**config.mk**
```make
export PLATFORM = sky130hd
export DESIGN_NAME = text_readability_counter_top
export DESIGN_NICKNAME = d
export VERILOG_FILES = /design/src/rtl/core/trc_pkg.sv /design/src/rtl/core/trc_classify.sv /design/src/rtl/core/trc_count.sv /design/src/rtl/core/text_readability_counter_top.sv
export SDC_FILE = /design/constraint.sdc
export NUM_CORES = 1
export LEC_CHECK = 0
export ABC_AREA = 1
export BUFFER_PORTS_ARGS = -buffer_cell sky130_fd_sc_hd__buf_2
export CAP_MARGIN = 25
export CORE_MARGIN = 5
export CORE_UTILIZATION = 33
export DETAILED_ROUTE_END_ITERATION = 6
export GPL_ROUTABILITY_DRIVEN = 0
export MAX_ROUTING_LAYER = met4
export PLACE_DENSITY_LB_ADDON = 0.08
export SLEW_MARGIN = 20
export SYNTH_ARGS = -nofsm -noshare
export SYNTH_HDL_FRONTEND = slang
export SYNTH_SLANG_ARGS = --single-unit
```
**constraint.sdc**
```tcl
create_clock -name clk_i -period 5.81 [get_ports clk_i]
set_clock_uncertainty 0.05 [all_clocks]
set_input_delay 1.162 -clock clk_i [delete_from_list [all_inputs] [get_ports clk_i]]
set_output_delay 1.162 -clock clk_i [all_outputs]
set_load 0.02 [all_outputs]
```
**src/rtl/core/trc_pkg.sv**
```systemverilog
// Package for the text readability counter: character codes, reset values
// and the per-byte class record shared by the classifier and the counters.
// No dependencies.
package trc_pkg;

  localparam int unsigned COUNT_BITS_DEF = 24;
  localparam int unsigned NUM_FIELDS     = 5;
  localparam int unsigned CHAR_BITS      = 8;
  localparam int unsigned RUN_BITS       = 6;

  localparam logic [CHAR_BITS-1:0] CHAR_TERM  = 8'h00;
  localparam logic [CHAR_BITS-1:0] CHAR_DOT   = 8'h2E;  // '.'
  localparam logic [CHAR_BITS-1:0] CHAR_BANG  = 8'h21;  // '!'
  localparam logic [CHAR_BITS-1:0] CHAR_QUEST = 8'h3F;  // '?'
  localparam logic [CHAR_BITS-1:0] CHAR_LO_A  = 8'h61;
  localparam logic [CHAR_BITS-1:0] CHAR_LO_E  = 8'h65;
  localparam logic [CHAR_BITS-1:0] CHAR_LO_I  = 8'h69;
  localparam logic [CHAR_BITS-1:0] CHAR_LO_O  = 8'h6F;
  localparam logic [CHAR_BITS-1:0] CHAR_LO_U  = 8'h75;
  localparam logic [CHAR_BITS-1:0] CHAR_LO_Y  = 8'h79;
  localparam logic [CHAR_BITS-1:0] CHAR_LO_Z  = 8'h7A;
  localparam logic [CHAR_BITS-1:0] CHAR_UP_A  = 8'h41;
  localparam logic [CHAR_BITS-1:0] CHAR_UP_Z  = 8'h5A;
  localparam logic [CHAR_BITS-1:0] CASE_BIT   = 8'h20;

  localparam logic [RUN_BITS-1:0] RUN_MAX        = '1;
  localparam logic [RUN_BITS-1:0] LONG_MIN_RESET = 6'd6;

  typedef struct packed {
    logic is_term;
    logic is_letter;
    logic is_vowel;
    logic is_mark;
  } char_class_t;

endpackage

```
**src/rtl/core/trc_classify.sv**
```systemverilog
// Byte classifier: letter, vowel, sentence mark and terminator flags.
// Depends on trc_pkg.
module trc_classify (
  input  logic [trc_pkg::CHAR_BITS-1:0] char_i,
  output trc_pkg::char_class_t          class_o
);
  import trc_pkg::*;

  logic                 upper;
  logic                 lower;
  logic [CHAR_BITS-1:0] folded;

  always_comb begin
    upper  = (char_i >= CHAR_UP_A) && (char_i <= CHAR_UP_Z);
    lower  = (char_i >= CHAR_LO_A) && (char_i <= CHAR_LO_Z);
    folded = upper ? (char_i | CASE_BIT) : char_i;

    class_o.is_term   = (char_i == CHAR_TERM);
    class_o.is_letter = upper || lower;
    class_o.is_vowel  = folded inside {CHAR_LO_A, CHAR_LO_E, CHAR_LO_I,
                                       CHAR_LO_O, CHAR_LO_U, CHAR_LO_Y};
    class_o.is_mark   = char_i inside {CHAR_DOT, CHAR_BANG, CHAR_QUEST};
  end

endmodule

```
**src/rtl/core/trc_count.sv**
```systemverilog
// Running text statistics: open word length, vowel run flag and the five
// saturating counters, with the closed-out totals for the terminator.
// Depends on trc_pkg.
module trc_count #(
  parameter int unsigned COUNT_BITS = trc_pkg::COUNT_BITS_DEF
) (
  input  logic                         clk_i,
  input  logic                         rst_ni,
  input  logic                         step_i,
  input  trc_pkg::char_class_t         class_i,
  input  logic [trc_pkg::RUN_BITS-1:0] long_min_i,
  output logic [COUNT_BITS-1:0]        words_o,
  output logic [COUNT_BITS-1:0]        letters_o,
  output logic [COUNT_BITS-1:0]        marks_o,
  output logic [COUNT_BITS-1:0]        groups_o,
  output logic [COUNT_BITS-1:0]        long_o
);
  import trc_pkg::*;

  localparam logic [COUNT_BITS-1:0] CntMax = '1;
  localparam logic [COUNT_BITS-1:0] CntOne = COUNT_BITS'(1);

  logic [RUN_BITS-1:0]   run_q, run_d;
  logic                  prev_vowel_q, prev_vowel_d;
  logic [COUNT_BITS-1:0] words_q, words_d;
  logic [COUNT_BITS-1:0] letters_q, letters_d;
  logic [COUNT_BITS-1:0] marks_q, marks_d;
  logic [COUNT_BITS-1:0] groups_q, groups_d;
  logic [COUNT_BITS-1:0] long_q, long_d;
  logic                  close_word;

  always_comb begin
    close_word = !class_i.is_letter && (run_q != '0);

    words_d   = words_q;
    long_d    = long_q;
    letters_d = letters_q;
    marks_d   = marks_q;
    groups_d  = groups_q;
    run_d     = run_q;

    if (class_i.is_letter) begin
      if (letters_q != CntMax) letters_d = letters_q + CntOne;
      if (run_q != RUN_MAX) run_d = run_q + RUN_BITS'(1);
    end else begin
      run_d = '0;
    end

    if (close_word) begin
      if (words_q != CntMax) words_d = words_q + CntOne;
      if ((run_q >= long_min_i) && (long_q != CntMax)) long_d = long_q + CntOne;
    end

    if (class_i.is_mark && (marks_q != CntMax)) marks_d = marks_q + CntOne;

    if (class_i.is_vowel && !prev_vowel_q && (groups_q != CntMax)) begin
      groups_d = groups_q + CntOne;
    end
    prev_vowel_d = class_i.is_vowel;

    // Totals as reported at the terminator, with the open word closed.
    words_o   = words_d;
    letters_o = letters_d;
    marks_o   = (marks_d == '0) ? CntOne : marks_d;
    groups_o  = (groups_d == '0) ? CntOne : groups_d;
    long_o    = long_d;
  end

  always_ff @(posedge clk_i or negedge rst_ni) begin
    if (!rst_ni) begin
      run_q        <= '0;
      prev_vowel_q <= 1'b0;
      words_q      <= '0;
      letters_q    <= '0;
      marks_q      <= '0;
      groups_q     <= '0;
      long_q       <= '0;
    end else if (step_i) begin
      if (class_i.is_term) begin
        // drop all running state once the totals are out
        run_q        <= '0;
        prev_vowel_q <= 1'b0;
        words_q      <= '0;
        letters_q    <= '0;
        marks_q      <= '0;
        groups_q     <= '0;
        long_q       <= '0;
      end else begin
        run_q        <= run_d;
        prev_vowel_q <= prev_vowel_d;
        words_q      <= words_d;
        letters_q    <= letters_d;
        marks_q      <= marks_d;
        groups_q     <= groups_d;
        long_q       <= long_d;
      end
    end
  end

endmodule

```
**src/rtl/core/text_readability_counter_top.sv**
```systemverilog
// Text readability counter, top level. One byte per cycle sustained while no
// terminator waits for the result register; the counter update for a byte is
// combinational logic between the input register and the counter registers.
// A terminator passes the input register, then the result register. A full
// result register with tready low holds a terminator in the input register
// and stalls the input behind it; other bytes alone never stall.
// Reset clears all counters and flags and sets long_word_min to 6.
module text_readability_counter_top #(
  parameter int unsigned COUNT_BITS = trc_pkg::COUNT_BITS_DEF,
  localparam int unsigned FieldW = trc_pkg::NUM_FIELDS * COUNT_BITS,
  localparam int unsigned OutW   = ((FieldW + 7) / 8) * 8
) (
  input  logic                          clk_i,
  input  logic                          rst_ni,
  input  logic                          cfg_valid_i,
  output logic                          cfg_ready_o,
  input  logic [trc_pkg::RUN_BITS-1:0]  cfg_data_i,     // long_word_min
  input  logic                          s_axis_tvalid,
  output logic                          s_axis_tready,
  input  logic [trc_pkg::CHAR_BITS-1:0] s_axis_tdata,   // char_code
  output logic                          m_axis_tvalid,
  input  logic                          m_axis_tready,
  // word_count, letter_count, sentence_count, syllable_count, long_word_count
  output logic [OutW-1:0]               m_axis_tdata
);
  import trc_pkg::*;

  logic                 in_valid_q;
  logic [CHAR_BITS-1:0] in_char_q;
  logic [RUN_BITS-1:0]  long_min_q;
  logic                 out_valid_q;
  logic [FieldW-1:0]    out_data_q;
  logic                 step;
  char_class_t          char_class;
  logic [COUNT_BITS-1:0] words, letters, marks, groups, longs;

  trc_classify u_classify (
    .char_i  (in_char_q),
    .class_o (char_class)
  );

  trc_count #(
    .COUNT_BITS (COUNT_BITS)
  ) u_count (
    .clk_i      (clk_i),
    .rst_ni     (rst_ni),
    .step_i     (step),
    .class_i    (char_class),
    .long_min_i (long_min_q),
    .words_o    (words),
    .letters_o  (letters),
    .marks_o    (marks),
    .groups_o   (groups),
    .long_o     (longs)
  );

  // Only a terminator needs room in the result register.
  assign step          = in_valid_q && (!char_class.is_term || !out_valid_q || m_axis_tready);
  assign s_axis_tready = !in_valid_q || step;
  assign cfg_ready_o   = 1'b1;
  assign m_axis_tvalid = out_valid_q;
  assign m_axis_tdata  = OutW'(out_data_q);

  always_ff @(posedge clk_i or negedge rst_ni) begin
    if (!rst_ni) begin
      in_valid_q  <= 1'b0;
      out_valid_q <= 1'b0;
      long_min_q  <= LONG_MIN_RESET;
    end else begin
      if (s_axis_tready) in_valid_q <= s_axis_tvalid;
      if (cfg_valid_i) long_min_q <= cfg_data_i;
      if (step && char_class.is_term) begin
        out_valid_q <= 1'b1;
      end else if (m_axis_tready) begin
        out_valid_q <= 1'b0;
      end
    end
  end

  always_ff @(posedge clk_i) begin
    if (s_axis_tready && s_axis_tvalid) in_char_q <= s_axis_tdata;
    if (step && char_class.is_term) begin
      out_data_q <= {longs, groups, marks, letters, words};
    end
  end

endmodule

```
==> key figures, run 1 <==
Run status
  – Status: finished clean

Worst setup path
  – Crit path kind: reg2out
  – CP Data Arrival Time: 2.33 ns
  – Crit path max fanout: 4
  – Crit end category: output pin
  – CP required: 4.60 ns
  – Worst path slowest cell: edfxtp_1
  – Crit path cell chain: nor2_1 > nand3_1 > inv_1 > nand4_1 > nor2_1 > nand4_1 > buf_2
  – Crit path largest cell delay: 0.42 ns
  – Startpoint Class: flop

Clock network
  – Clock Tree Buf Depth: 3
  – Post-cts sizing count: 0
  – Sink Count: 263
  – # hold bufs at CTS: 0
  – CTS tree: built
  – Worst-Skew Late Latency: 0.57 ns
  – Setup bufs post-CTS: 0
  – TritonCTS buffer count: 30
  – Clock root buffer: clkbuf_16
  – Worst-path clk slew: 0.06 ns
  – H-Tree Level Count: 1

Synthesis
  – Post-Syn Instances: 1,812
  – Cell taking the most area after synthesis: edfxtp_1
  – Yosys reg bits: 263
  – Count leader, synth: nand2_1
  – Sequential-to-total area share from yosys stat: 49.7%
  – Async SR Flop Fraction: 51.3%
  – Post-synth top area share: 26.5%
  – Yosys cell types: 43
  – Top FF cell, synth: dfrtp_1
  – Syn Area/Cell: 8.02 sq um
  – EDFF count, synth: 128
  – Syn_nets: 1,844
  – Post-synth top cells: nand2_1 (701), inv_1 (149), nor2_1 (143)
  – Mapped cell area: 14,500 sq um
  – Synth area leaders: edfxtp_1 (26%), dfrtp_1 (23%), nand2_1 (18%), xor2_1 (4.9%), o21ai_0 (4.5%)
  – Synth warnings: 0

Drt
  – Drt drc: 0
  – Vias: 12,000
  – Via density: 4.71
  – Routed Antenna Nets: 0
  – Final wirelength: 40,100 microns
  – Drt first pass iters: 5
  – Number of DRC markers in iteration 0: 769
  – DR WL/cell: 15.8 microns

STA
  – Setup_tns: 0 ns
  – Fin crit share: 60.9%
  – Final hold vios: 0
  – Worst slew pin tran: 0.907 ns
  – Hold_ws: 0.448 ns
  – RSZ-0062 raised after global routing: no
  – Slew headroom: 39.5%
  – Setup violators final: 0
  – Maximum clock rate: 283 MHz
  – Final Max Tran Viols: 0
  – Min Tclk post-route: 3.54 ns

Global routing
  – Grt ovf: 0
  – Initial antenna violation count: 0
  – Overall Global Routing Usage: 17.0%
  – Vias in the first global route: 11,800
  – First-pass GRT wire length: 65,000 microns
  – Largest net degree at the start of global routing: 67

Power and ir drop
  – Gate power share: 21.1%
  – Switching part of the total power: 32.7%
  – Leakage: 7.30 nW
  – Clock share of power: 33.8%
  – Seq pwr share: 45.0%
  – Cell Int Power: 3.84 mW
  – Switch Pwr: 1.86 mW
  – Pwr/cell area: 341 nW/um^2
  – Max rail drop VDD: 0.190 mV

Layout
  – # nets final: 1,965
  – N_diodes: 0
  – Share of layout cells above drive strength 1: 13.7%
  – Layout filler cell count: 4,475
  – Fin util: 38.7%
  – Register Area: 7220 sq um
  – Post-Layout Cell Count: 2,541
  – Layout area overhead: 15.1%
  – Area occupied by multi-input gates: 6370 sq um
  – Post-route cell area: 16,700 sq um

Floorplanning
  – Area of the core: 43,300 sq um
  – Rows: 76
  – I/O pin count: 142
  – Area of the die: 48,300 sq um
  – Initial Util: 33.6%
  – Die Wd: 220 microns
  – Die height: 220 microns

Placed design
  – Port Buffers: 140
  – Post-DP Area: 15,700 sq um
  – DP Wirelength: 27,800 microns
  – Placed Instances: 2,486

Job
  – Max-cap violations: 0

Worst hold path
  – Min-Delay Path Class: reg2reg
power groups by stage:
stage               combinational (mW)  sequential [mW]  clock [mW]
global route                      1.41             2.61        2.07
floorplan                        0.972             2.50           0
finish                            1.20             2.57        1.93
CTS                               1.22             2.57        2.00
global placement                  1.19             2.60           0
detailed placement                1.21             2.60           0
final cells by class:
type / count / share of cell area [%]
flip-flops and latches: 263 / 43.2
multi-input cells: 1326 / 38.1
clock buffers: 43 / 4.97
repair buffers: 152 / 4.77
well taps: 585 / 4.38
inverters: 160 / 3.64
clock inverters: 12 / 0.935
worst paths after layout:
path                               startpoint                  end  slack, ns  depth (start not counted)
worst max-delay path             in_char_q[2]        s_axis_tready       2.27                          7
worst min-delay path            long_min_q[1]        long_min_q[1]       0.45                          2
worst max register to register   in_char_q[2]      m_axis_tdata[8]       2.73                          8
worst min register to register  long_min_q[1]        long_min_q[1]       0.45                          2
max in group asynchronous              rst_ni   u_count.words_q[8]       3.99                          2
min in group asynchronous              rst_ni  u_count.marks_q[23]       0.57                          1
routing by layer:
| metal | global-route usage [%] | part of all wire, % | vias up |
|---|---|---|---|
| met2 | 25.6 | 44 | 212 |
| met5 | - | 0 | - |
| met3 | 2.01 | 3.7 | 46 |
| met1 | 24.9 | 51 | 5637 |
| li1 | - | - | 6065 |
| met4 | 3.25 | 1.5 | 0 |
registers in the layout, indices dropped and copies added, names as in the netlist:
signal and flops:
in_char_q 8, u_count.long_q 24, m_axis_tdata 120, m_axis_tvalid 1, u_count.run_q 6, u_count.words_q 24
u_count.letters_q 24, u_count.groups_q 24, u_count.prev_vowel_q 1, u_count.marks_q 24, in_valid_q 1, long_min_q 6
per-stage QoR:
| stage | setup slack [ns] | total power [mW] |
|---|---|---|
| final | 2.27 | 5.70 |
| after CTS | 2.20 | 5.79 |
| after global placement | 2.55 | 3.79 |
| after detailed placement | 2.55 | 3.81 |
| after floorplan | 1.05 | 3.47 |
| after global routing | 1.95 | 6.10 |
cells by family (layout without fill, tap and decap cells):
group	after synthesis	count (layout)	synth area share [%]
buf+inv	223	367	6.51
xor+xnor	99	99	5.97
compound gates	198	198	7.68
flops	263	263	49.7
other cells	1	1	0.0258
simple gates	1014	1014	28.9
fa+ha+maj	13	13	1.12
mux	1	1	0.0775
worst max-delay path: cells and delay by family, from the launching register on:
kind | cells | cell delay [ns]
buf+inv | 2 | 0.30
simple gates | 5 | 1.05
flops | 1 | 0.42
cell usage in the layout (no fill, tap or decap), types with 12 or more instances in the layout:
cell	n
ha_1	13
o21ai_2	18
o21ai_0	132
xor2_1	82
nand2_2	16
nand2_1	701
buf_2	139
edfxtp_1	128
xnor2_1	17
nor2_1	142
o21ai_1	29
buf_4	12
nand4_1	31
nand3_1	58
inv_1	147
clkbuf_16	31
dfrtp_1	133
nor3_1	37
No activity file was read; power rests on OpenSTA's default activity.
==> run 2: changes to the inputs <==
==> constraint.sdc (replaced) <==
create_clock -name clk_i -period 3.7 [get_ports clk_i]
set_clock_uncertainty 0.05 [all_clocks]
set_input_delay 0.74 -clock clk_i [delete_from_list [all_inputs] [get_ports clk_i]]
set_output_delay 0.74 -clock clk_i [all_outputs]
set_load 0.02 [all_outputs]
==> run 2 against run 1 <==
Against the previous run: worst hold slack lost 0.38 ns; clock power grew 67%; total power grew 61%; utilization grew 0.46 points; sequential power grew 57%; first-iteration DRC count shrank 23%; design area grew 1.2%; sequential share of layout area shrank 0.50 points; routed wire length shrank 2.1%; register-to-register slack lost 2.0 ns; cell count grew 0.31%; count of clock-buffer cells in the layout shrank 8.
==> key figures, run 2 (synthesis gave the netlist of run 1 again) <==
Clock network
  – Clock root buffer: clkbuf_16
  – Sink Count: 263
  – Clock Tree Buf Depth: 3
  – Worst-path clk slew: 0.06 ns
  – Post-cts sizing count: 0
  – Setup bufs post-CTS: 0
  – CTS tree: built
  – H-Tree Level Count: 1
  – Worst-Skew Late Latency: 0.59 ns
  – TritonCTS buffer count: 31
  – # hold bufs at CTS: 0

Worst setup path
  – Startpoint Class: flop
  – CP Data Arrival Time: 2.14 ns
  – R2R Path Start: in_char_q[2]
  – Register-to-Register Path Depth: 9
  – R2r setup slk: 0.78 ns
  – Critical path origin: in_char_q[2]
  – End of the critical path: s_axis_tready
  – Crit path max fanout: 4
  – Worst reg2reg endpoint: m_axis_tdata[100]
  – Crit path kind: reg2out
  – CP required: 2.91 ns
  – Crit end category: output pin

Drt
  – Via density: 4.65
  – Vias: 11,900
  – DR WL/cell: 15.4 microns
  – Drt drc: 0
  – Final wirelength: 39,300 microns
  – Routed Antenna Nets: 0
  – Drt first pass iters: 5
  – Number of DRC markers in iteration 0: 589

STA
  – Setup_tns: 0 ns
  – Final Max Tran Viols: 0
  – Final hold vios: 0
  – Worst slew pin tran: 0.739 ns
  – RSZ-0062 raised after global routing: no
  – Slew headroom: 50.7%
  – Setup violators final: 0
  – Maximum clock rate: 341 MHz
  – Fin crit share: 79.3%
  – Min Tclk post-route: 2.93 ns

Job
  – Max-cap violations: 0

Floorplanning
  – Area of the core: 43,300 sq um
  – I/O pin count: 142
  – Die Wd: 220 microns
  – Die height: 220 microns
  – Rows: 76
  – Initial Util: 33.6%
  – Area of the die: 48,300 sq um

Global routing
  – Initial antenna violation count: 0
  – Grt ovf: 0
  – Vias in the first global route: 11,900
  – Largest net degree at the start of global routing: 66
  – First-pass GRT wire length: 63,900 microns
  – Overall Global Routing Usage: 16.7%

Layout
  – Share of layout cells above drive strength 1: 14.4%
  – Largest register FFs: 120
  – N_diodes: 0
  – # nets final: 1,972
  – Commonest non-fill, non-tap cell in the layout: nand2_1
  – Layout filler cell count: 4,509
  – Most frequent cells in the layout: nand2_1 (701), inv_1 (148), nor2_1 (141)
  – Layout area overhead: 16.5%
  – Register Area: 7220 sq um
  – Area occupied by multi-input gates: 6380 sq um

Run status
  – Status: finished clean

Power and ir drop
  – Pwr/cell area: 541 nW/um^2
  – Leakage: 7.38 nW
  – Post-route total power: 9.16 mW
  – Max rail drop VDD: 0.357 mV

Placed design
  – DP Wirelength: 27,700 microns
  – Port Buffers: 140

Worst hold path
  – Min-Delay Path Class: in2async
==> run 2: cell count changes in the layout (fill, tap and decap cells not counted), moves of 2 or more <==
cell | previous run | this run
clkinv_2 | 5 | 8
bufinv_16 | 4 | 6
clkinvlp_4 | 0 | 3
clkinv_1 | 4 | 6
buf_12 | 0 | 5
clkbuf_1 | 11 | 2
==> run 2: per-stage QoR <==
stage / setup WS (ns) / util, % / cells / instance area [sq um] / hold WS [ns]
after floorplan: 0.0128 / - / 1812 / 14500 / 0.394
after global placement: 0.768 / 36.6 / 2492 / 15800 / 0.443
after detailed placement: 0.807 / 36.6 / 2492 / 15800 / 0.441
after CTS: 0.715 / 39.1 / 2549 / 16900 / 0.0555
after global routing: 0.539 / 39.1 / 2549 / 16900 / 0.0874
final: 0.767 / 39.1 / 2549 / 16900 / 0.0651
==> run 2: how the worst min path moves through the flow <==
stage,slack (ns),start,to,depth (start not counted)
after floorplan,0.39,rst_ni,in_valid_q,0
after global placement,0.44,u_count.long_q[23],u_count.long_q[23],2
after detailed placement,0.44,u_count.long_q[23],u_count.long_q[23],2
after CTS,0.06,rst_ni,u_count.letters_q[5],1
after global routing,0.09,rst_ni,u_count.letters_q[5],1
final,0.07,rst_ni,u_count.letters_q[5],1
==> run 2: layer usage <==
metal / GRT usage (%) / vias up / wire length, microns
li1: - / 6080 / -
met3: 2.39 / 50 / 1540
met1: 23.4 / 5548 / 19200
met2: 26.1 / 180 / 17800
met5: - / - / 0
met4: 3.49 / 0 / 771
==> run 2: area by class of cell <==
class | count | area share, %
Inverter | 160 | 3.60
Clock buffer | 35 | 4.79
Clock inverter | 22 | 1.55
Timing Repair Buffer | 158 | 5.35
Sequential cell | 263 | 42.7
Tap cell | 585 | 4.33
Multi-Input combinational cell | 1326 | 37.7
==> run 2: critical path: stages (launching register included) <==
cell and delay (ns):
edfxtp_1 0.42, nor2_1 0.19, nand3_1 0.09, inv_1 0.08, nand4_1 0.12, nor2_2 0.26
nand4_1 0.18, buf_2 0.20
==> run 2: power by group <==
part | internal, mW | switching, mW | leakage (nW)
Clock | 1.98 | 1.25 | 0.528
Sequential | 3.55 | 0.482 | 2.95
Combinational | 0.665 | 1.24 | 3.90
==> run 3: changes to the inputs <==
==> constraint.sdc (replaced) <==
create_clock -name clk_i -period 2.4 [get_ports clk_i]
set_clock_uncertainty 0.05 [all_clocks]
set_input_delay 0.48 -clock clk_i [delete_from_list [all_inputs] [get_ports clk_i]]
set_output_delay 0.48 -clock clk_i [all_outputs]
set_load 0.02 [all_outputs]
==> run 3 against run 2 <==
Against the previous run: highest routed layer unchanged; total power is 61% higher; critical endpoint unchanged; sequential share of layout area is 2.7 points lower; via count is 4.3% higher.
==> key figures, run 3 (synthesis gave the netlist of run 1 again) <==
Placed design
  – DP Wirelength: 29,600 microns
  – Pre-CTS WS: -0.0191 ns
  – Port Buffers: 140

Worst setup path
  – CP Data Arrival Time: 1.83 ns
  – Crit path max fanout: 4
  – Critical path origin: in_char_q[1]
  – Crit end category: output pin
  – CP required: 1.87 ns
  – R2R Path Start: in_char_q[3]
  – Crit path kind: reg2out
  – Startpoint Class: flop

STA
  – Fin crit share: 98.3%
  – Setup violators final: 0
  – Final Worst Setup Slack: 0.0406 ns
  – Final Max Tran Viols: 0
  – Maximum clock rate: 424 MHz
  – Slew headroom: 43.8%
  – Final hold vios: 0
  – Setup_tns: 0 ns
  – RSZ-0062 raised after global routing: yes
  – Worst slew pin tran: 0.842 ns
  – Min Tclk post-route: 2.36 ns

Layout
  – Largest register FFs: 120
  – # nets final: 2,066
  – Most frequent cells in the layout: nand2_1 (682), inv_1 (143), buf_2 (138)
  – Layout area overhead: 24.4%
  – N_diodes: 0
  – Commonest non-fill, non-tap cell in the layout: nand2_1
  – Fin util: 41.7%
  – Share of layout cells above drive strength 1: 20.1%

Power and ir drop
  – Switching part of the total power: 32.9%
  – Switch Pwr: 4.84 mW
  – Max rail drop VDD: 0.439 mV
  – Leakage: 7.95 nW
  – Cell Int Power: 9.87 mW
  – Gate power share: 23.7%
  – Seq pwr share: 41.7%
  – Clock share of power: 34.6%
  – Pwr/cell area: 815 nW/um^2

Global routing
  – First-pass GRT wire length: 66,600 microns
  – Initial antenna violation count: 0
  – Largest net degree at the start of global routing: 53
  – Vias in the first global route: 11,900
  – Grt ovf: 0
  – Overall Global Routing Usage: 17.7%

Drt
  – Via density: 4.68
  – DRT met1 WL: 20,400 microns
  – Vias: 12,400
  – Drt drc: 0
  – Final wirelength: 42,200 microns
  – DR WL/cell: 16.0 microns
  – Highest routed layer: met4
  – Met3 WL post-DR: 1420 microns
  – Routed Antenna Nets: 0
  – Number of DRC markers in iteration 0: 768
  – Drt first pass iters: 5
  – WL met2: 19,600 microns

Floorplanning
  – Area of the die: 48,300 sq um
  – Initial Util: 33.6%
  – Die Wd: 220 microns
  – Rows: 76
  – I/O pin count: 142
  – Area of the core: 43,300 sq um
  – Die height: 220 microns

Run status
  – Status: finished clean

Worst hold path
  – Hold_sp: s_axis_tdata[1]
  – Min-Delay Path Class: in2reg

Clock network
  – H-Tree Level Count: 2
  – TritonCTS buffer count: 34
  – Sink Count: 263
  – Worst-Skew Late Latency: 0.54 ns
  – Worst-path clk slew: 0.06 ns
  – Clock Tree Buf Depth: 3
  – CTS tree: built
  – Clock root buffer: clkbuf_16

Job
  – Max-cap violations: 0
==> run 3: layer usage <==
layer / vias up / global-route usage (%)
li1: 6297 / -
met1: 5834 / 24.4
met2: 189 / 27.5
met3: 53 / 2.53
met4: 0 / 4.70
met5: - / -
==> run 3: worst paths after layout <==
path	end	slack, ns	cells after the start
worst min-delay path	in_char_q[1]	0.07	1
worst max-delay path	s_axis_tready	0.04	7
min in group asynchronous	long_min_q[4]	0.44	2
worst max register to register	m_axis_tdata[72]	0.07	16
max in group asynchronous	u_count.groups_q[4]	1.23	3
worst min register to register	long_min_q[2]	0.45	2
==> run 3: metrics by stage <==
| stage | instance area, sq um | hold WS [ns] | power, mW | cells |
|---|---|---|---|---|
| floorplan | 14600 | 0.134 | 8.41 | 1812 |
| global placement | 16600 | 0.438 | 9.56 | 2566 |
| detailed placement | 16600 | 0.447 | 9.60 | 2566 |
| CTS | 17800 | 0.0309 | 14.8 | 2636 |
| global route | 18100 | 0.0446 | 15.7 | 2645 |
| finish | 18100 | 0.0687 | 14.7 | 2645 |
==> run 3: layout make-up <==
class                   count  area, sq um
inverters                 160          614
flip-flops and latches    263         7230
repair buffers            248         1840
clock inverters            15          130
multi-input cells        1327         6550
well taps                 585          732
fillers                  4363        25200
clock buffers              47          973
==> run 3: worst max-delay path, cell delays in order (launching register included) <==
cell      delay (ns)
edfxtp_1        0.44
inv_2           0.12
nand3_2         0.08
inv_2           0.06
nand4_1         0.15
nor2_4          0.16
nand4_1         0.11
buf_4           0.18
==> run 3: timing repair <==
item,CTS,global route
gates resized for setup,14,43
pin swaps,2,11
endpoints found under the hold margin,47,0
hold buffers,1,0
setup buffers,6,6
endpoints found under the setup margin,3,159
cloned,1,3
==> run 3: power by group through the flow <==
stage | clock network [mW] | registers, mW | logic, mW
finish | 5.09 | 6.14 | 3.49
floorplan | 0 | 6.06 | 2.36
global placement | 0 | 6.20 | 3.36
CTS | 5.26 | 6.12 | 3.45
global route | 5.43 | 6.23 | 4.01
detailed placement | 0 | 6.19 | 3.40
